===== src/hw/rtl/lsse_pkg.sv =====
// ----------------------------------------------------------------------------
// lsse_pkg
// Shared constants, types and helpers of the lidar scan sector extractor.
// ----------------------------------------------------------------------------
package lsse_pkg;

  localparam int unsigned SCAN_DEPTH = 2048;
  localparam int unsigned AVG_WINDOW = 5;

  localparam int unsigned RANGE_W    = 16;
  localparam int unsigned DIR_W      = 11;
  localparam int unsigned NUM_DIRS   = 5;
  localparam int unsigned DIR_SEL_W  = $clog2(NUM_DIRS);
  localparam int unsigned IDX_W      = $clog2(SCAN_DEPTH);
  localparam int unsigned COUNT_W    = $clog2(SCAN_DEPTH + 1);
  localparam int unsigned HALF_WIN   = AVG_WINDOW / 2;
  localparam int unsigned WIN_LEN    = 2 * HALF_WIN + 1;
  localparam int unsigned CNT_W      = $clog2(WIN_LEN + 1);
  localparam int unsigned SUM_W      = RANGE_W + $clog2(WIN_LEN);
  localparam int unsigned DIV_CNT_W  = $clog2(SUM_W);
  localparam int unsigned NUM_BUFS   = 2;
  localparam int unsigned JOB_DEPTH  = 2;
  localparam int unsigned JOB_PTR_W  = $clog2(JOB_DEPTH);
  localparam int unsigned CFG_DATA_W = 16;
  localparam int unsigned CFG_IDX_W  = 3;

  localparam logic [RANGE_W-1:0] NO_RETURN = '1;

  localparam logic [RANGE_W-1:0] RST_RANGE_FLOOR    = 16'd120;
  localparam logic [RANGE_W-1:0] RST_RANGE_CEILING  = 16'd3500;
  localparam logic [RANGE_W-1:0] RST_WALL_THRESHOLD = 16'd500;
  localparam logic [NUM_DIRS-1:0][DIR_W-1:0] RST_DIR_INDEX =
    {11'd225, 11'd135, 11'd270, 11'd90, 11'd180};

  typedef enum logic [DIR_SEL_W-1:0] {
    DIR_FRONT,
    DIR_RIGHT,
    DIR_LEFT,
    DIR_RDIAG,
    DIR_LDIAG
  } dir_e;

  typedef enum logic [CFG_IDX_W-1:0] {
    REG_RANGE_FLOOR,
    REG_RANGE_CEILING,
    REG_WALL_THRESHOLD,
    REG_FRONT_INDEX,
    REG_RIGHT_INDEX,
    REG_LEFT_INDEX,
    REG_RIGHT_DIAG_INDEX,
    REG_LEFT_DIAG_INDEX
  } cfg_reg_e;

  typedef struct packed {
    logic [RANGE_W-1:0]                range_floor;
    logic [RANGE_W-1:0]                range_ceiling;
    logic [RANGE_W-1:0]                wall_threshold;
    logic [NUM_DIRS-1:0][DIR_W-1:0]    dir_index;
  } cfg_t;

  typedef struct packed {
    logic               empty;
    logic               buf_sel;
    logic [COUNT_W-1:0] n;
    logic [RANGE_W-1:0] min_range;
  } job_t;

  typedef struct packed {
    logic               we;
    logic [IDX_W:0]     addr;
    logic [RANGE_W-1:0] data;
  } store_wr_t;

  typedef struct packed {
    logic valid;
    logic buf_sel;
  } rel_t;

  function automatic logic range_ok(input logic [RANGE_W-1:0] r,
                                    input logic [RANGE_W-1:0] lo,
                                    input logic [RANGE_W-1:0] hi);
    return (r != NO_RETURN) && (r >= lo) && (r <= hi);
  endfunction

endpackage


===== src/hw/rtl/lsse_fifo.sv =====
// ----------------------------------------------------------------------------
// lsse_fifo
// Short job queue between intake and the window engine.
// ----------------------------------------------------------------------------
module lsse_fifo (
  input  logic           clk_i,
  input  logic           rst_ni,
  input  logic           push_i,
  input  lsse_pkg::job_t data_i,
  output logic           full_o,
  input  logic           pop_i,
  output logic           empty_o,
  output lsse_pkg::job_t head_o
);

  lsse_pkg::job_t                 slot_q [lsse_pkg::JOB_DEPTH];
  logic [lsse_pkg::JOB_PTR_W-1:0] wr_ptr_q, rd_ptr_q;
  logic [lsse_pkg::JOB_PTR_W:0]   fill_q;

  assign full_o  = fill_q == (lsse_pkg::JOB_PTR_W + 1)'(lsse_pkg::JOB_DEPTH);
  assign empty_o = fill_q == '0;
  assign head_o  = slot_q[rd_ptr_q];

  always_ff @(posedge clk_i) begin
    if (push_i) begin
      slot_q[wr_ptr_q] <= data_i;
    end
  end

  always_ff @(posedge clk_i or negedge rst_ni) begin
    if (!rst_ni) begin
      wr_ptr_q <= '0;
      rd_ptr_q <= '0;
      fill_q   <= '0;
    end else begin
      if (push_i) begin
        wr_ptr_q <= wr_ptr_q + 1'b1;
      end
      if (pop_i) begin
        rd_ptr_q <= rd_ptr_q + 1'b1;
      end
      case ({push_i, pop_i})
        2'b10:   fill_q <= fill_q + 1'b1;
        2'b01:   fill_q <= fill_q - 1'b1;
        default: fill_q <= fill_q;
      endcase
    end
  end

endmodule


===== config.mk =====
export PLATFORM = sky130hd
export DESIGN_NAME = lsse_fifo
export DESIGN_NICKNAME = d
export VERILOG_FILES = /design/src/hw/rtl/lsse_pkg.sv /design/src/hw/rtl/lsse_fifo.sv
export SDC_FILE = /design/constraint.sdc
export NUM_CORES = 1
export LEC_CHECK = 0
export ABC_AREA = 0
export BUFFER_PORTS_ARGS = -buffer_cell sky130_fd_sc_hd__buf_4
export CORE_MARGIN = 2
export CORE_UTILIZATION = 30
export DETAILED_ROUTE_END_ITERATION = 8
export GPL_TIMING_DRIVEN = 0
export PLACE_DENSITY = 0.63
export SYNTH_ARGS = -nofsm -noshare
export SYNTH_HDL_FRONTEND = slang
export SYNTH_SLANG_ARGS = --single-unit

===== constraint.sdc =====
create_clock -name clk_i -period 2.2 [get_ports clk_i]
set_clock_uncertainty 0.2 [all_clocks]
set_input_delay 0.22 -clock clk_i [delete_from_list [all_inputs] [get_ports clk_i]]
set_output_delay 0.22 -clock clk_i [all_outputs]
set_load 0.005 [all_outputs]

==> results of run 1 <==
## report_power, final
group | total (mW) | switching [mW] | internal [mW]
registers | 1.72 | 0.0911 | 1.63
logic | 1.19 | 0.480 | 0.706
clock network | 0.792 | 0.407 | 0.385
## final cells by class
cell class | count | area (um2) | area share (%)
Inverter | 1 | 3.75 | 0.108
Buffer | 3 | 33.8 | 0.975
Tap cell | 102 | 128 | 3.68
Multi-Input combinational cell | 41 | 429 | 12.4
Clock buffer | 9 | 124 | 3.57
Sequential cell | 64 | 1900 | 54.9
Clock inverter | 6 | 27.5 | 0.794
Timing Repair Buffer | 98 | 818 | 23.6
## placed cells by master, fill, tap and decap left out
| cell | instances |
|---|---|
| sky130_fd_sc_hd__and2_2 | 1 |
| sky130_fd_sc_hd__and2b_2 | 1 |
| sky130_fd_sc_hd__buf_4 | 65 |
| sky130_fd_sc_hd__buf_6 | 3 |
| sky130_fd_sc_hd__clkbuf_8 | 9 |
| sky130_fd_sc_hd__clkinv_1 | 2 |
| sky130_fd_sc_hd__clkinv_2 | 4 |
| sky130_fd_sc_hd__dfrtp_1 | 4 |
| sky130_fd_sc_hd__dlygate4sd3_1 | 33 |
| sky130_fd_sc_hd__edfxtp_1 | 60 |
| sky130_fd_sc_hd__ha_1 | 1 |
| sky130_fd_sc_hd__inv_1 | 1 |
| sky130_fd_sc_hd__mux2_2 | 30 |
| sky130_fd_sc_hd__nor2_1 | 2 |
| sky130_fd_sc_hd__nor2_4 | 1 |
| sky130_fd_sc_hd__xnor2_1 | 2 |
| sky130_fd_sc_hd__xor2_1 | 3 |
## registers in the layout, summed over array words and instances (netlist names)
register,flops
fill_q,2
rd_ptr_q,1
slot_q,60
wr_ptr_q,1
## what timing repair did
item,in CTS,in global routing
endpoints found under the hold margin,66,0
gates resized for setup,0,0
buffers inserted,0,0
hold buffers,33,0
## cells in the mapped netlist (all sizes together)
| master | n |
|---|---|
| edfxtp | 60 |
| buf | 3 |
| and2 | 1 |
| and2b | 1 |
| mux2 | 30 |
| dfrtp | 4 |
| ha | 1 |
| xor2 | 3 |
| xnor2 | 2 |
| nor2 | 3 |
| inv | 1 |
## layer usage
layer  vias to the layer above  GRT usage (%)  wire length [um]
met3                        10           2.69               157
met4                         0           8.09               134
met1                       649           11.2              1770
met2                        41           19.2              2300
li1                        635              -                 -
met5                         -              0                 0
## cells by family after synthesis
kind of cell | count (synthesis) | synth area share (%)
buf+inv | 4 | 1.59
fa+ha+maj | 1 | 0.530
simple gates | 5 | 1.11
mux | 30 | 14.3
xor+xnor | 5 | 1.86
flops | 64 | 80.6
## stage by stage
stage	total power [mW]	setup WS (ns)
finish	3.70	0.300
global route	3.91	0.217
CTS	3.77	0.264
detailed placement	2.91	0.405
global placement	2.90	-0.128
floorplan	2.33	0.393
## how the worst max path moves through the flow
stage                        start           end  slack (ns)  cells after the start
after floorplan           wr_ptr_q  slot_q[0][0]        0.39                      1
after global placement    wr_ptr_q  slot_q[0][0]       -0.13                      1
after detailed placement  wr_ptr_q  slot_q[0][0]        0.40                      1
after CTS                 rd_ptr_q    head_o[14]        0.26                      3
after global routing      rd_ptr_q    head_o[21]        0.22                      3
final                       push_i  slot_q[0][6]        0.30                      4
==> results_dict.tcl, run 1 <==
set metrics [dict create \
    cts_tree "done" \
    floorplan.rows 32 \
    reg2reg_depth 1 \
    wire_per_inst_um 13.5 \
    placement.cell_area_um2 2980 \
    routed_wirelength_mm 4.36 \
    cpPeakStageDelay_ns 0.69 \
    dr_total_vias 1335 \
    grt_antenna_before_repair 0 \
    grt_setup_unrepaired "no" \
    viasPerCell 4.12 \
    ys.warnings.count 0 \
    drt-initial-drc-count 40 \
    finalNetCount 253 \
    power_density_nw_per_um2 1070 \
    required_time_at_the_endpoint_of_the_critical_path_ns 1.95 \
    antenna_cells_inserted 0 \
    cpLargestDelayFamily "buffers and inverters" \
    die_ar_um2 8590 \
    maxSlewViolCount 0 \
    post_route_fraction_of_the_period_consumed_by_the_critical_path_pct 86.4 \
    synthDistinctLibCells 11 \
    synth_top_area_share_pct 76.4 \
    numPortBuffers 65 \
    cells_along_the_critical_path "dlygate4sd3_1, buf_4, inv_1, nor2_4" \
    clock-sinks 64 \
    clkLatencyLatePin_ns 0.33 \
    status "finished, final reports clean" \
    timing_worst_setup_path_type "input port to flop" \
    post-route-min-period_ns 1.90 \
    fin_area_um2 3470 \
    post_synth_inst_count 109 \
    post_synth.cell_area_avg_um2 21.6 \
    endpoint_class_of_the_critical_path "flop" \
    dieWidth_um 92.7 \
    static-leakage-power_nw 1.33 \
    synth.ff_latch_count 64 \
    hold_viol 0 \
    totalNegativeSetupSlack_ns 0 \
    synth.largest_area_cell "sky130_fd_sc_hd__edfxtp_1" \
    global_route.usage.total_pct 10.9 \
    critical_path_arrival_ns 1.65 \
    slew_headroom_pct 38.8 \
    drc_errors 0 \
    floorplan.die.height_um 92.7 \
    floorplan.io_pins 66 \
    coreArea_um2 7690 \
    htreeDepth 3 \
    r2r_end "slot_q[0][6]" \
    total_standard_cell_area_after_synthesis_um2 2360 \
    fillCellCount 708 \
    worstSetupStartpointType "input port" \
    classification_of_the_worst_slack_hold_path "input port to asynchronous set/reset pin" \
    synth_top_cells_by_area "sky130_fd_sc_hd__edfxtp_1 76%, sky130_fd_sc_hd__mux2_2 14%, sky130_fd_sc_hd__dfrtp_1 4.2%" \
    final_cells 324 \
    timing.rr.start "wr_ptr_q" \
    finalWeightedCongestion 0.644 \
    clock_tree.root_cell "sky130_fd_sc_hd__clkbuf_8" \
    irDropWorstVdd_mv 0.571 \
    reg2reg_setup_slack_ns 0.43 \
    cp_slowest_cell "sky130_fd_sc_hd__nor2_4" \
    hold_slack_ns 0.0315 \
    worst-path-max-fanout 30 \
    drt_first_pass_iters 4 \
    cts-buffers-inserted 9 \
    worst_slew_pin_slew_ns 0.916 \
    drive_gt1_share_pct 51.4 \
    globalRouteOverflowTotal 0 \
    finalSetupViolations 0 \
    syn_nets 144 \
    final_core_area_utilization_pct 45.1 \
    timing.fmax_mhz 526 \
    clkTransAtPathRegs_ns 0.06 \
    ant_nets 0 \
    dp_hpwl_mm 2.57 \
    grt_pass1_wl_mm 6.72 \
    first_global_vias 1461 \
    crit_buf_inv 3 \
    cts_buffer_depth 2 \
    syn_to_final_growth_pct 46.9 \
    yosysSeqAreaShare_pct 80.6 \
    number_of_maximum_capacitance_violations 0 \
    numPlacedInstances 276 \
    grt_max_degree 31 \
    initial_utilization_pct 30.7 \
]
Note: power is estimated with default switching activity, not from simulation.
==> inputs of run 2 (changes only) <==
- PLACE_DENSITY: 0.63 -> unset
==> results_dict.tcl, run 2 (synthesized netlist as in run 1, its figures left out) <==
set metrics [dict create \
    clkLatencyLatePin_ns 0.34 \
    coreArea_um2 7690 \
    grt_antenna_before_repair 0 \
    antenna_cells_inserted 0 \
    clock_tree.root_cell "sky130_fd_sc_hd__clkbuf_8" \
    cp_slowest_cell "sky130_fd_sc_hd__dfrtp_1" \
    dr_total_vias 1356 \
    finalWeightedCongestion 0.681 \
    fin_area_um2 3490 \
    cts.hold.buffers_added 34 \
    clkTransAtPathRegs_ns 0.07 \
    crit_start "rd_ptr_q" \
    floorplan.rows 32 \
    dp_hpwl_mm 2.67 \
    biggestRegsByFlops "slot_q x60, fill_q x2" \
    fillCellCount 709 \
    first_global_vias 1482 \
    slew_headroom_pct 39.4 \
    global_route.usage.total_pct 11.1 \
    status "finished, final reports clean" \
    timing_worst_setup_path_type "flop to primary output" \
    hold_slack_ns 0.302 \
    dieWidth_um 92.7 \
    seq_area_um2 1900 \
    grt_setup_unrepaired "no" \
    syn_to_final_growth_pct 48.1 \
    floorplan.io_pins 66 \
    worstSetupStartpointType "flop" \
    drt-initial-drc-count 81 \
    worst_slew_pin_slew_ns 0.907 \
    irDropWorstVdd_mv 0.522 \
    number_of_buffers_inserted_to_repair_setup_after_cts 0 \
    cts_tree "done" \
    clock-sinks 64 \
    max_flop_register "slot_q" \
    endpoint_class_of_the_critical_path "primary output" \
    layout_common_cells "65 x sky130_fd_sc_hd__buf_4, 60 x sky130_fd_sc_hd__edfxtp_1, 34 x sky130_fd_sc_hd__dlygate4sd3_1" \
    numPortBuffers 65 \
    beginning_of_the_worst_hold_path "fill_q[1]" \
    die_ar_um2 8590 \
    number_of_flip_flops_in_the_largest_register 60 \
    placement.cell_area_um2 2980 \
    maxSlewViolCount 0 \
    cells_along_the_critical_path "buf_6, mux2_2, buf_4" \
    globalRouteOverflowTotal 0 \
    hold_viol 0 \
    ant_nets 0 \
    required_time_at_the_endpoint_of_the_critical_path_ns 1.78 \
    viasPerCell 4.16 \
    post-route-min-period_ns 1.88 \
    cts_repair_resize_count 0 \
    htreeDepth 3 \
    static-leakage-power_nw 1.33 \
    initial_utilization_pct 30.7 \
    number_of_maximum_capacitance_violations 0 \
    timing.rr.start "wr_ptr_q" \
    worst-path-max-fanout 10 \
    drt_first_pass_iters 4 \
    power_density_nw_per_um2 1080 \
    drc_errors 0 \
    leading_cell_type_in_the_layout_fill_and_taps_excluded "sky130_fd_sc_hd__buf_4" \
    grt_max_degree 31 \
    post_route_fraction_of_the_period_consumed_by_the_critical_path_pct 85.4 \
    grt_pass1_wl_mm 6.93 \
    totalNegativeSetupSlack_ns 0 \
    cts_buffer_depth 2 \
    cts-buffers-inserted 9 \
    cpPeakStageDelay_ns 0.44 \
    floorplan.die.height_um 92.7 \
    multiInputGateArea_um2 429 \
    wire_per_inst_um 13.2 \
    critical_path_arrival_ns 1.46 \
    finalSetupViolations 0 \
    timing.fmax_mhz 532 \
    drive_gt1_share_pct 51.8 \
    classification_of_the_worst_slack_hold_path "flop to flop" \
    routed_wirelength_mm 4.30 \
    finalNetCount 254 \
]
## run 2: cell count changes in the layout (fill, tap and decap cells not counted), sizes merged
cell / before / now
clkinvlp: 0 / 2
inv: 1 / 2
clkinv: 6 / 4
dlygate4sd3: 33 / 34
## run 2: path summary, 6_finish.rpt
path | slack (ns) | end | depth (start not counted)
worst max-delay path | 0.32 | head_o[8] | 3
worst min-delay path | 0.30 | fill_q[1] | 1
worst max register to register | 0.45 | slot_q[0][19] | 1
worst min register to register | 0.30 | fill_q[1] | 1
max in group asynchronous | 1.02 | rd_ptr_q | 3
min in group asynchronous | 0.59 | fill_q[1] | 3
## run 2: report_power, final
group | leakage, nW | switching (mW) | internal (mW) | total, mW
Sequential | 0.610 | 0.0894 | 1.63 | 1.72
Combinational | 0.636 | 0.475 | 0.708 | 1.18
Clock | 0.0830 | 0.454 | 0.405 | 0.859
Total | 1.33 | 1.02 | 2.74 | 3.76
## run 2: layout make-up
type | instances | share of cell area, %
plain buffers | 3 | 0.967
clock buffers | 9 | 3.54
clock inverters | 7 | 1.32
inverters | 1 | 0.107
multi-input cells | 41 | 12.3
flip-flops and latches | 64 | 54.4
well taps | 102 | 3.65
repair buffers | 99 | 23.7
## run 2: layer usage
metal | track usage [%] | up-vias | wire length (um)
met5 | 0 | - | 0
met2 | 18.2 | 39 | 2270
met1 | 11.8 | 669 | 1680
met3 | 4.39 | 9 | 246
met4 | 7.35 | 0 | 99
li1 | - | 639 | -
## run 2: metrics by stage
stage	util [%]	total power, mW	setup WS [ns]	std cells
after floorplan	-	2.33	0.393	109
after global placement	38.7	2.89	-0.108	276
after detailed placement	38.8	2.91	0.408	276
after CTS	45.5	3.83	0.279	326
after global routing	45.5	3.98	0.204	326
final	45.5	3.76	0.320	326
## run 2: worst max-delay path: cells and delay by family, from the launching register on
| kind | cells | cell delay (ns) |
|---|---|---|
| buf+inv | 2 | 0.33 |
| flops | 1 | 0.44 |
| mux | 1 | 0.36 |
