File: src/hw/rtl/lsse_pkg.sv
// ----------------------------------------------------------------------------
// lsse_pkg
// Shared constants, types and helpers of the lidar scan sector extractor.
// ----------------------------------------------------------------------------
package lsse_pkg;

  localparam int unsigned SCAN_DEPTH = 2048;
  localparam int unsigned AVG_WINDOW = 5;

  localparam int unsigned RANGE_W    = 16;
  localparam int unsigned DIR_W      = 11;
  localparam int unsigned NUM_DIRS   = 5;
  localparam int unsigned DIR_SEL_W  = $clog2(NUM_DIRS);
  localparam int unsigned IDX_W      = $clog2(SCAN_DEPTH);
  localparam int unsigned COUNT_W    = $clog2(SCAN_DEPTH + 1);
  localparam int unsigned HALF_WIN   = AVG_WINDOW / 2;
  localparam int unsigned WIN_LEN    = 2 * HALF_WIN + 1;
  localparam int unsigned CNT_W      = $clog2(WIN_LEN + 1);
  localparam int unsigned SUM_W      = RANGE_W + $clog2(WIN_LEN);
  localparam int unsigned DIV_CNT_W  = $clog2(SUM_W);
  localparam int unsigned NUM_BUFS   = 2;
  localparam int unsigned JOB_DEPTH  = 2;
  localparam int unsigned JOB_PTR_W  = $clog2(JOB_DEPTH);
  localparam int unsigned CFG_DATA_W = 16;
  localparam int unsigned CFG_IDX_W  = 3;

  localparam logic [RANGE_W-1:0] NO_RETURN = '1;

  localparam logic [RANGE_W-1:0] RST_RANGE_FLOOR    = 16'd120;
  localparam logic [RANGE_W-1:0] RST_RANGE_CEILING  = 16'd3500;
  localparam logic [RANGE_W-1:0] RST_WALL_THRESHOLD = 16'd500;
  localparam logic [NUM_DIRS-1:0][DIR_W-1:0] RST_DIR_INDEX =
    {11'd225, 11'd135, 11'd270, 11'd90, 11'd180};

  typedef enum logic [DIR_SEL_W-1:0] {
    DIR_FRONT,
    DIR_RIGHT,
    DIR_LEFT,
    DIR_RDIAG,
    DIR_LDIAG
  } dir_e;

  typedef enum logic [CFG_IDX_W-1:0] {
    REG_RANGE_FLOOR,
    REG_RANGE_CEILING,
    REG_WALL_THRESHOLD,
    REG_FRONT_INDEX,
    REG_RIGHT_INDEX,
    REG_LEFT_INDEX,
    REG_RIGHT_DIAG_INDEX,
    REG_LEFT_DIAG_INDEX
  } cfg_reg_e;

  typedef struct packed {
    logic [RANGE_W-1:0]                range_floor;
    logic [RANGE_W-1:0]                range_ceiling;
    logic [RANGE_W-1:0]                wall_threshold;
    logic [NUM_DIRS-1:0][DIR_W-1:0]    dir_index;
  } cfg_t;

  typedef struct packed {
    logic               empty;
    logic               buf_sel;
    logic [COUNT_W-1:0] n;
    logic [RANGE_W-1:0] min_range;
  } job_t;

  typedef struct packed {
    logic               we;
    logic [IDX_W:0]     addr;
    logic [RANGE_W-1:0] data;
  } store_wr_t;

  typedef struct packed {
    logic valid;
    logic buf_sel;
  } rel_t;

  function automatic logic range_ok(input logic [RANGE_W-1:0] r,
                                    input logic [RANGE_W-1:0] lo,
                                    input logic [RANGE_W-1:0] hi);
    return (r != NO_RETURN) && (r >= lo) && (r <= hi);
  endfunction

endpackage

File: src/hw/rtl/lsse_if.sv
// ----------------------------------------------------------------------------
// lsse_if
// Valid/ready channels for range samples and scan results.
// ----------------------------------------------------------------------------
interface lsse_sample_if;
  logic                         valid;
  logic                         ready;
  logic [lsse_pkg::RANGE_W-1:0] sample_range;
  logic                         last_sample;
  logic                         empty_scan;

  modport source (output valid, sample_range, last_sample, empty_scan, input ready);
  modport sink   (input valid, sample_range, last_sample, empty_scan, output ready);
endinterface


File: src/hw/rtl/lsse_front.sv
// ----------------------------------------------------------------------------
// lsse_front
// Sample intake: store writes, running minimum and scan-end job issue.
// ----------------------------------------------------------------------------
module lsse_front (
  input  logic                clk_i,
  input  logic                rst_ni,
  input  lsse_pkg::cfg_t      cfg_i,
  lsse_sample_if.sink         smp,
  input  lsse_pkg::rel_t      rel_i,
  input  logic                job_full_i,
  output logic                job_push_o,
  output lsse_pkg::job_t      job_o,
  output lsse_pkg::store_wr_t st_wr_o
);

  logic [lsse_pkg::NUM_BUFS-1:0] busy_q, busy_d;
  logic                          wr_sel_q;
  logic [lsse_pkg::COUNT_W-1:0]  count_q, count_inc;
  logic [lsse_pkg::RANGE_W-1:0]  min_q, min_upd;
  logic                          accept;
  logic                          has_room;
  logic                          scan_end;

  assign smp.ready = !job_full_i && !busy_q[wr_sel_q];
  assign accept    = smp.valid && smp.ready;
  assign has_room  = count_q != lsse_pkg::COUNT_W'(lsse_pkg::SCAN_DEPTH);
  assign count_inc = has_room ? count_q + 1'b1 : count_q;
  assign min_upd   = (lsse_pkg::range_ok(smp.sample_range, cfg_i.range_floor,
                                         cfg_i.range_ceiling)
                      && (smp.sample_range < min_q)) ? smp.sample_range : min_q;
  assign scan_end  = accept && !smp.empty_scan && smp.last_sample;

  assign st_wr_o.we   = accept && !smp.empty_scan && has_room;
  assign st_wr_o.addr = {wr_sel_q, count_q[lsse_pkg::IDX_W-1:0]};
  assign st_wr_o.data = smp.sample_range;

  assign job_push_o      = accept && (smp.empty_scan || smp.last_sample);
  assign job_o.empty     = smp.empty_scan;
  assign job_o.buf_sel   = wr_sel_q;
  assign job_o.n         = count_inc;
  assign job_o.min_range = min_upd;

  always_comb begin
    busy_d = busy_q;
    if (rel_i.valid) begin
      busy_d[rel_i.buf_sel] = 1'b0;
    end
    if (scan_end) begin
      busy_d[wr_sel_q] = 1'b1;
    end
  end

  always_ff @(posedge clk_i or negedge rst_ni) begin
    if (!rst_ni) begin
      busy_q   <= '0;
      wr_sel_q <= 1'b0;
      count_q  <= '0;
      min_q    <= lsse_pkg::NO_RETURN;
    end else begin
      busy_q <= busy_d;
      if (accept) begin
        if (smp.empty_scan || smp.last_sample) begin
          count_q <= '0;
          min_q   <= lsse_pkg::NO_RETURN;
        end else begin
          count_q <= count_inc;
          min_q   <= min_upd;
        end
        if (scan_end) begin
          wr_sel_q <= !wr_sel_q;
        end
      end
    end
  end

endmodule

File: src/flat_wrapper.sv
// flat-port wrapper written by rule: the top's interface ports become plain ports
module lsse_front_flat 
  (clk_i, rst_ni, cfg_i, rel_i, job_full_i, job_push_o, job_o, st_wr_o, smp_valid, smp_sample_range, smp_last_sample, smp_empty_scan, smp_ready);
  lsse_sample_if smp_i ();
  input  logic clk_i;
  input  logic rst_ni;
  input  lsse_pkg::cfg_t cfg_i;
  input  lsse_pkg::rel_t rel_i;
  input  logic job_full_i;
  output logic job_push_o;
  output lsse_pkg::job_t job_o;
  output lsse_pkg::store_wr_t st_wr_o;
  input wire logic [$bits(smp_i.valid)-1:0] smp_valid;
  input wire logic [$bits(smp_i.sample_range)-1:0] smp_sample_range;
  input wire logic [$bits(smp_i.last_sample)-1:0] smp_last_sample;
  input wire logic [$bits(smp_i.empty_scan)-1:0] smp_empty_scan;
  output wire logic [$bits(smp_i.ready)-1:0] smp_ready;
  assign smp_i.valid = smp_valid;
  assign smp_i.sample_range = smp_sample_range;
  assign smp_i.last_sample = smp_last_sample;
  assign smp_i.empty_scan = smp_empty_scan;
  assign smp_ready = smp_i.ready;
  lsse_front u_core (.clk_i(clk_i), .rst_ni(rst_ni), .cfg_i(cfg_i), .smp(smp_i), .rel_i(rel_i), .job_full_i(job_full_i), .job_push_o(job_push_o), .job_o(job_o), .st_wr_o(st_wr_o));
endmodule
File: config.mk
export PLATFORM = sky130hd
export DESIGN_NAME = lsse_front_flat
export DESIGN_NICKNAME = d
export VERILOG_FILES = /design/src/hw/rtl/lsse_pkg.sv /design/src/hw/rtl/lsse_if.sv /design/src/hw/rtl/lsse_front.sv /design/src/flat_wrapper.sv
export SDC_FILE = /design/constraint.sdc
export NUM_CORES = 1
export LEC_CHECK = 0
export ABC_AREA = 1
export ABC_CLOCK_PERIOD_IN_PS = 2450
export BUFFER_PORTS_ARGS = -buffer_cell sky130_fd_sc_hd__clkbuf_2
export CAP_MARGIN = 10
export CORE_ASPECT_RATIO = 0.75
export CORE_UTILIZATION = 46
export DETAILED_ROUTE_END_ITERATION = 12
export HOLD_SLACK_MARGIN = 0.08
export PLACE_DENSITY = 0.86
export SETUP_SLACK_MARGIN = 0.5
export SYNTH_ARGS = -nofsm -noshare
export SYNTH_HDL_FRONTEND = slang
export SYNTH_SLANG_ARGS = --single-unit
File: constraint.sdc
create_clock -name clk_i -period 2.45 [get_ports clk_i]
set_input_delay 0.49 -clock clk_i [delete_from_list [all_inputs] [get_ports clk_i]]
set_output_delay 0.49 -clock clk_i [all_outputs]
set_load 0.03 [all_outputs]
==> results of run 1 <==
==> path summary, 6_finish.rpt <==
kind	cells past startpoint	endpoint	start	slack [ns]
min reg2reg	2	u_core.busy_q[1]	u_core.busy_q[1]	0.51
max in group asynchronous	1	u_core.count_q[6]	rst_ni	1.60
min in group clk_i	3	u_core.busy_q[0]	rel_i[0]	0.45
min	1	u_core.count_q[4]	rst_ni	0.26
max	10	job_o[4]	u_core.min_q[7]	-0.64
max reg2reg	17	u_core.min_q[5]	u_core.min_q[7]	-0.56
==> area by class of cell <==
type / count / area share
inverter: 93 / 0.0656
multi-input combinational: 323 / 0.450
clock buffer: 7 / 0.0126
timing repair buffer: 230 / 0.314
tap: 98 / 0.0203
clock inverter: 1 / 0.00497
sequential: 31 / 0.132
==> layout by cell type, fill, tap and decap left out, types with 23 or more instances in the layout <==
cell type and instances:
buf_8 23, clkbuf_2 86, ha_1 35, inv_1 66, nand2_4 32, nand2_1 86
buf_4 77, nand4_1 26, buf_6 34
==> sequential cells by signal (all words and copies together) (netlist names) <==
name and cells:
u_core.busy_q 2, u_core.count_q 12, u_core.min_q 16, u_core.wr_sel_q 1
==> power breakdown <==
group | switching (uW) | internal, uW | total [uW] | leakage, uW
clock | 244 | 305 | 549 | 0.0000524
combinational | 1010 | 779 | 1790 | 0.00281
sequential | 47.0 | 583 | 630 | 0.000372
==> worst register-to-register path, delay by kind of cell, from the launching register on <==
| kind | cells | cell delay (ns) |
|---|---|---|
| buffers and inverters | 9 | 1.08 |
| and+or+nand+nor | 5 | 0.56 |
| DFF | 1 | 0.54 |
| AOI/OAI and AO/OA | 2 | 0.52 |
| adders and majority gates | 1 | 0.26 |
==> routing by layer <==
layer  track usage  part of all wire  vias up
met5             0                 0        -
met4         0.167             0.096        0
met2         0.581              0.47      383
li1              -                 -     1902
met3        0.0560             0.099      148
met1         0.383              0.34     2124
==> cell families after synthesis <==
family,Yosys count,synth area share
simple gates,216,0.289
buf+inv,131,0.185
fa+ha+maj,49,0.182
compound gates,47,0.0784
flops,31,0.236
xor+xnor,11,0.0286
==> stage by stage <==
stage          hold slack [ns]  instance area, um^2
2_1_floorplan            0.194                 3830
3_3_place_gp             0.475                 4600
3_5_place_dp             0.491                 4600
4_1_cts                  0.311                 5520
5_1_grt                  0.334                 6040
6_report                 0.264                 6040
==> repair_timing <==
action	4_1_cts	5_1_grt
gates resized for setup	112	99
setup buffers	46	24
setup endpoints to repair	49	56
pin swaps	25	57
gates cloned	1	0
==> results_tabular.tex, run 1 <==
\begin{tabular}{lr}
\hline
Metric & Value \\
\hline
\multicolumn{2}{l}{\textbf{Clock tree}} \\
\quad Clock tree from TritonCTS & built \\
\quad Level count of the clock H-tree & 2 \\
\quad Deepest clock path buffer count & 2 \\
\quad Number of sinks handled by clock tree synthesis & 31 \\
\quad Cell at the root of the clock tree & clkbuf\_8 \\
\quad Later-pin clock latency in the skew report & 0.31 ns \\
\quad Hold-fix buffer count after cts & 0 \\
\quad CTS buffer count & 5 \\
\quad Clock transition time at the flip-flop clock pins of the worst setup and hold paths & 0.09 ns \\
\multicolumn{2}{l}{\textbf{Timing}} \\
\quad Final setup violation count & 23 \\
\quad Crit path setup slack, layout & -0.642 ns \\
\quad Hold violation total from the final report & 0 \\
\quad Slew Limit Headroom & 0.447 \\
\quad Final cycle utilization of the critical path & 1.26 \\
\quad Final slew viol count & 0 \\
\quad Final critical path time including I/O delays and setup & 3.09 ns \\
\quad Actual slew at the worst max-slew pin & 0.829 ns \\
\quad Setup tns final & -11.18 ns \\
\quad Post-route clock skew & 0.0196 ns \\
\quad Setup repair after global routing missed its margin & true \\
\quad Max frequency & 323 MHz \\
\multicolumn{2}{l}{\textbf{Finish}} \\
\quad End-of-flow core utilization & 0.872 \\
\quad Non-filler instance count after layout & 783 \\
\quad Sequential cell area & 797 um\^{}2 \\
\quad Area growth syn-to-layout & 79.6\% \\
\quad Combined area of the multi-input logic cells & 2720 um\^{}2 \\
\quad Antenna Diode Count & 0 \\
\quad Fill count & 332 \\
\quad Fraction of layout instances using a drive strength above 1 & 0.572 \\
\quad Final net count & 860 \\
\multicolumn{2}{l}{\textbf{Routing}} \\
\quad Detail-routed via count per cell & 5.82 \\
\quad DR iter-0 viols & 333 \\
\quad Routed WL per cell & 20.9 um \\
\quad Via count of the routed design & 4557 \\
\quad DRC viols & 0 \\
\quad Final wirelength & 16400 um \\
\quad Antenna-violating nets left & 0 \\
\quad DRT Pass-1 Iters & 5 \\
\multicolumn{2}{l}{\textbf{Placed design}} \\
\quad DP HPWL & 7690 um \\
\quad Placer congestion estimate & 0.912 \\
\quad Number of port buffers & 116 \\
\quad Worst setup slack after placement & -0.408 ns \\
\quad Placed instance count & 704 \\
\multicolumn{2}{l}{\textbf{Synthesis}} \\
\quad Commonest cells post-synth & nand2\_1, inv\_1, ha\_1, buf\_4, nand4\_1 \\
\quad Number of warnings reported in the yosys synthesis log & 0 \\
\quad Post-synthesis cell type count & 27 \\
\quad Netlist Area Pre-Place & 3370 um\^{}2 \\
\quad Synth top area cells & ha\_1, nand2\_1, dfstp\_2 \\
\quad Post-synthesis average cell area & 6.94 um\^{}2 \\
\quad Proportion of synthesized flip-flops having asynchronous set or reset & 1.00 \\
\quad Most instantiated flip-flop cell in the synthesis netlist & dfstp\_2 \\
\quad Synth Instances & 485 \\
\quad Area leader, netlist & ha\_1 \\
\quad Dominant cell by count in the synthesized netlist & nand2\_1 \\
\quad Post-synthesis sequential element count & 31 \\
\quad Share of Yosys cell area claimed by the top area cell type & 0.182 \\
\quad Seq/Total Area, Yosys & 0.236 \\
\quad Syn Nets & 661 \\
\quad Number of synthesized flops with an enable pin & 0 \\
\multicolumn{2}{l}{\textbf{Die}} \\
\quad DIE HEIGHT & 76.1 um \\
\quad Horiz. Die Dim & 101 um \\
\quad Starting Density & 0.486 \\
\quad Core outline area & 6930 um\^{}2 \\
\quad Overall die area & 7670 um\^{}2 \\
\quad Std-Cell Rows & 26 \\
\quad Top-level port count & 188 \\
\multicolumn{2}{l}{\textbf{Setup path}} \\
\quad Cell mode on critical path & nand2\_2 \\
\quad Largest fanout on the critical path & 9 \\
\quad Startpoint kind of the worst setup timing path & flip-flop \\
\quad Library cell contributing the largest single delay on the critical path & dfstp\_2 \\
\quad Worst path cell trace & inv\_1, ha\_4, a21oi\_2, o21a\_1, nand2\_2, nand2\_2, buf\_6, nand4\_1, nand2\_4, buf\_8 \\
\quad WS Path Type & flip-flop to primary output \\
\quad Number of buffers and inverters on the critical path & 3 \\
\quad Data arrival, critical path & 2.60 ns \\
\quad Largest stage delay on the critical path & 0.54 ns \\
\quad Element type at the critical path end & primary output \\
\quad WP data required & 1.96 ns \\
\quad CP top delay family & simple AND/OR/NAND/NOR gates \\
\multicolumn{2}{l}{\textbf{Flow run}} \\
\quad Max-cap violations & 0 \\
\multicolumn{2}{l}{\textbf{Global routing}} \\
\quad Total routing resource utilization after global routing & 0.330 \\
\quad Congestion Overflow GR & 0 \\
\quad Number of antenna violations at the first check in global routing & 0 \\
\quad Wire length of the first global-routing pass & 19800 um \\
\quad Largest net degree at the start of global routing & 32 \\
\quad Vias in the first global route & 4196 \\
\multicolumn{2}{l}{\textbf{Pwr}} \\
\quad Power density over the cells & 491 nW/um\^{}2 \\
\quad Total chip power & 2970 uW \\
\quad Largest vdd supply drop & 0.000544 V \\
\quad Static leakage & 0.00324 uW \\
\multicolumn{2}{l}{\textbf{Status}} \\
\quad Result of the run & finished, violations left \\
\quad Violated checks & setup timing \\
\multicolumn{2}{l}{\textbf{Hold path}} \\
\quad Classification of the worst-slack hold path & input pin to asynchronous set/reset pin \\
\hline
\end{tabular}
No activity file was read; power rests on OpenSTA's default activity.
==> run 2: changes to the inputs <==
--- a/config.mk
+++ b/config.mk
@@ -10,10 +10,10 @@
 export BUFFER_PORTS_ARGS = -buffer_cell sky130_fd_sc_hd__clkbuf_2
 export CAP_MARGIN = 10
 export CORE_ASPECT_RATIO = 0.75
-export CORE_UTILIZATION = 46
+export CORE_UTILIZATION = 45
 export DETAILED_ROUTE_END_ITERATION = 12
 export HOLD_SLACK_MARGIN = 0.08
-export PLACE_DENSITY = 0.86
+export PLACE_DENSITY = 0.81
 export SETUP_SLACK_MARGIN = 0.5
 export SYNTH_ARGS = -nofsm -noshare
 export SYNTH_HDL_FRONTEND = slang
==> results_tabular.tex, run 2 (synthesis results as in run 1) <==
\begin{tabular}{lr}
\hline
Metric & Value \\
\hline
\multicolumn{2}{l}{\textbf{Setup path}} \\
\quad Cell mode on critical path & buf\_6 \\
\quad Worst-case reg-to-reg path depth & 18 (+1) \\
\quad Largest stage delay on the critical path & 0.55 ns (about the same) \\
\quad Worst setup path start & u\_core.min\_q[14] \\
\quad End of the worst register-to-register path & u\_core.min\_q[5] \\
\quad WS Path Type & flip-flop to primary output \\
\quad Worst path cell trace & inv\_2, ha\_1, nand2\_2, o21a\_1, nand3\_2, a21oi\_4, buf\_6, buf\_6, nand4\_1, nand2\_4, buf\_8 \\
\quad Startpoint kind of the worst setup timing path & flip-flop \\
\quad Worst setup path end & job\_o[7] \\
\quad Reg-to-reg setup timing slack & -0.50 ns (+0.06 ns) \\
\quad Worst R2R Start & u\_core.min\_q[14] \\
\quad Library cell contributing the largest single delay on the critical path & dfstp\_2 \\
\quad WP data required & 1.96 ns (about the same) \\
\quad Element type at the critical path end & primary output \\
\quad Data arrival, critical path & 2.71 ns (+0.11 ns) \\
\quad Largest fanout on the critical path & 5 (-4) \\
\multicolumn{2}{l}{\textbf{Timing}} \\
\quad Post-route clock skew & 0.0224 ns (+0.00279 ns) \\
\quad Setup repair after global routing missed its margin & true \\
\quad Final setup violation count & 24 (+4.3\%) \\
\quad Final cycle utilization of the critical path & 1.31 (+0.0447) \\
\quad Final slew viol count & 0 (unchanged) \\
\quad Final critical path time including I/O delays and setup & 3.20 ns (+0.110 ns) \\
\quad Worst hold margin & 0.264 ns (-0.000363 ns) \\
\quad Max frequency & 312 MHz (-3.4\%) \\
\quad Slew Limit Headroom & 0.444 (-0.00343) \\
\quad Actual slew at the worst max-slew pin & 0.834 ns (+0.00514 ns) \\
\quad Crit path setup slack, layout & -0.752 ns (-0.110 ns) \\
\quad Hold violation total from the final report & 0 (unchanged) \\
\multicolumn{2}{l}{\textbf{Finish}} \\
\quad Area growth syn-to-layout & 82.1\% \\
\quad Antenna Diode Count & 0 (unchanged) \\
\quad Largest registers in the final layout & u\_core.min\_q x16, u\_core.count\_q x12, u\_core.busy\_q x2 \\
\quad Fill count & 321 (-3.3\%) \\
\quad Most common cell after layout, fill and taps aside & nand2\_1 \\
\quad Sequential cell area & 798 um\^{}2 (+0.16\%) \\
\quad Final net count & 858 (-0.23\%) \\
\quad Commonest cells after routing, fill and taps aside & nand2\_1, clkbuf\_2, buf\_4, inv\_1, buf\_6 \\
\quad Non-filler instance count after layout & 781 (-0.26\%) \\
\quad Fraction of layout instances using a drive strength above 1 & 0.589 (+0.0163) \\
\quad Final design area excluding fillers & 6130 um\^{}2 (+1.4\%) \\
\quad Register with the most flip-flops & u\_core.min\_q \\
\quad Combined area of the multi-input logic cells & 2830 um\^{}2 (+4.0\%) \\
\quad Flip-flop count of the largest register, all copies and words added & 16 (unchanged) \\
\multicolumn{2}{l}{\textbf{Routing}} \\
\quad Final wirelength & 16200 um (-0.76\%) \\
\quad Via count of the routed design & 4562 (+0.11\%) \\
\quad DR iter-0 viols & 285 (-14\%) \\
\quad DRT Pass-1 Iters & 7 (+2) \\
\quad Routed WL per cell & 20.8 um (-0.50\%) \\
\quad Antenna-violating nets left & 0 (unchanged) \\
\quad DRC viols & 0 (unchanged) \\
\quad Detail-routed via count per cell & 5.84 (+0.37\%) \\
\multicolumn{2}{l}{\textbf{Global routing}} \\
\quad Vias in the first global route & 4166 (-0.71\%) \\
\quad Largest net degree at the start of global routing & 32 (unchanged) \\
\quad Number of antenna violations at the first check in global routing & 0 (unchanged) \\
\quad Congestion Overflow GR & 0 (unchanged) \\
\quad Total routing resource utilization after global routing & 0.328 (-0.00189) \\
\quad Wire length of the first global-routing pass & 20000 um (+0.59\%) \\
\multicolumn{2}{l}{\textbf{Die}} \\
\quad Horiz. Die Dim & 102 um (+1.1\%) \\
\quad Top-level port count & 188 (unchanged) \\
\quad Std-Cell Rows & 26 (unchanged) \\
\quad Starting Density & 0.479 (-0.00675) \\
\quad DIE HEIGHT & 76.9 um (+1.1\%) \\
\quad Overall die area & 7830 um\^{}2 (+2.2\%) \\
\quad Core outline area & 7030 um\^{}2 (+1.4\%) \\
\multicolumn{2}{l}{\textbf{Pwr}} \\
\quad Static leakage & 0.00323 uW (-0.19\%) \\
\quad Largest vdd supply drop & 0.000539 V (-0.98\%) \\
\quad Power density over the cells & 477 nW/um\^{}2 (-2.8\%) \\
\multicolumn{2}{l}{\textbf{Status}} \\
\quad Result of the run & finished, violations left \\
\quad Violated checks & setup timing \\
\multicolumn{2}{l}{\textbf{Placed design}} \\
\quad Placed instance count & 702 (-0.28\%) \\
\quad Placer congestion estimate & 0.882 (-3.2\%) \\
\quad Total cell area at the placement stage & 4590 um\^{}2 (about the same) \\
\quad DP HPWL & 7400 um (-3.7\%) \\
\quad Number of port buffers & 116 (unchanged) \\
\quad Worst setup slack after placement & -0.344 ns (+0.0643 ns) \\
\multicolumn{2}{l}{\textbf{Clock tree}} \\
\quad Clock transition time at the flip-flop clock pins of the worst setup and hold paths & 0.10 ns (about the same) \\
\quad Clock tree from TritonCTS & built \\
\quad Later-pin clock latency in the skew report & 0.32 ns (about the same) \\
\quad Deepest clock path buffer count & 2 (unchanged) \\
\quad Cell at the root of the clock tree & clkbuf\_8 \\
\quad Level count of the clock H-tree & 2 (unchanged) \\
\quad CTS buffer count & 5 (unchanged) \\
\quad Number of sinks handled by clock tree synthesis & 31 (unchanged) \\
\multicolumn{2}{l}{\textbf{Flow run}} \\
\quad Max-cap violations & 0 (unchanged) \\
\multicolumn{2}{l}{\textbf{Hold path}} \\
\quad Classification of the worst-slack hold path & input pin to asynchronous set/reset pin \\
\hline
\end{tabular}
## run 2: cell type report
type                       instances  share of cell area
sequential                        31               0.130
tap                               98              0.0200
inverter                          93              0.0623
multi-input combinational        323               0.462
timing repair buffer             228               0.311
clock buffer                       5              0.0112
clock inverter                     3             0.00327
## run 2: report_power, final
part	leakage (uW)	internal [uW]	switching (uW)
registers	0.000370	585	64.1
logic	0.00282	804	1030
clock network	0.0000402	198	246
## run 2: how the worst min path moves through the flow
stage	end	cells past startpoint	from	slack (ns)
global route	u_core.count_q[11]	1	rst_ni	0.33
CTS	u_core.count_q[4]	1	rst_ni	0.31
detailed placement	u_core.busy_q[1]	2	u_core.busy_q[1]	0.51
finish	u_core.count_q[5]	1	rst_ni	0.26
floorplan	u_core.busy_q[0]	0	rst_ni	0.19
global placement	u_core.busy_q[1]	2	u_core.busy_q[1]	0.48
## run 2: routing by layer
metal | track usage | wire (um) | up-vias
met5 | 0 | 0 | -
met4 | 0.146 | 1340 | 0
met3 | 0.0702 | 1410 | 145
met2 | 0.573 | 7840 | 355
met1 | 0.382 | 5650 | 2147
li1 | - | - | 1915
## run 2: repair_timing
action | in CTS | in global routing
buffers inserted | 52 | 17
pin swaps | 50 | 46
hold buffers | 0 | 0
gates resized for setup | 137 | 90
endpoints found under the setup margin | 56 | 53
cloned | 2 | 0
## run 2: per-stage QoR
stage          utilization  power (uW)  TNS, ns
5_1_grt              0.872        3030   -15.13
3_3_place_gp         0.654        1760    -4.47
4_1_cts              0.808        2550    -7.26
3_5_place_dp         0.654        1800    -5.18
2_1_floorplan            -        1460        0
6_report             0.872        2930   -11.61
## run 2: critical path: cells and delay by family, from the launching register on
kind                       cells  cell delay, ns
adders and majority gates      1            0.29
buffers and inverters          4            0.45
and+or+nand+nor                4            0.67
AOI/OAI and AO/OA              2            0.45
DFF                            1            0.55
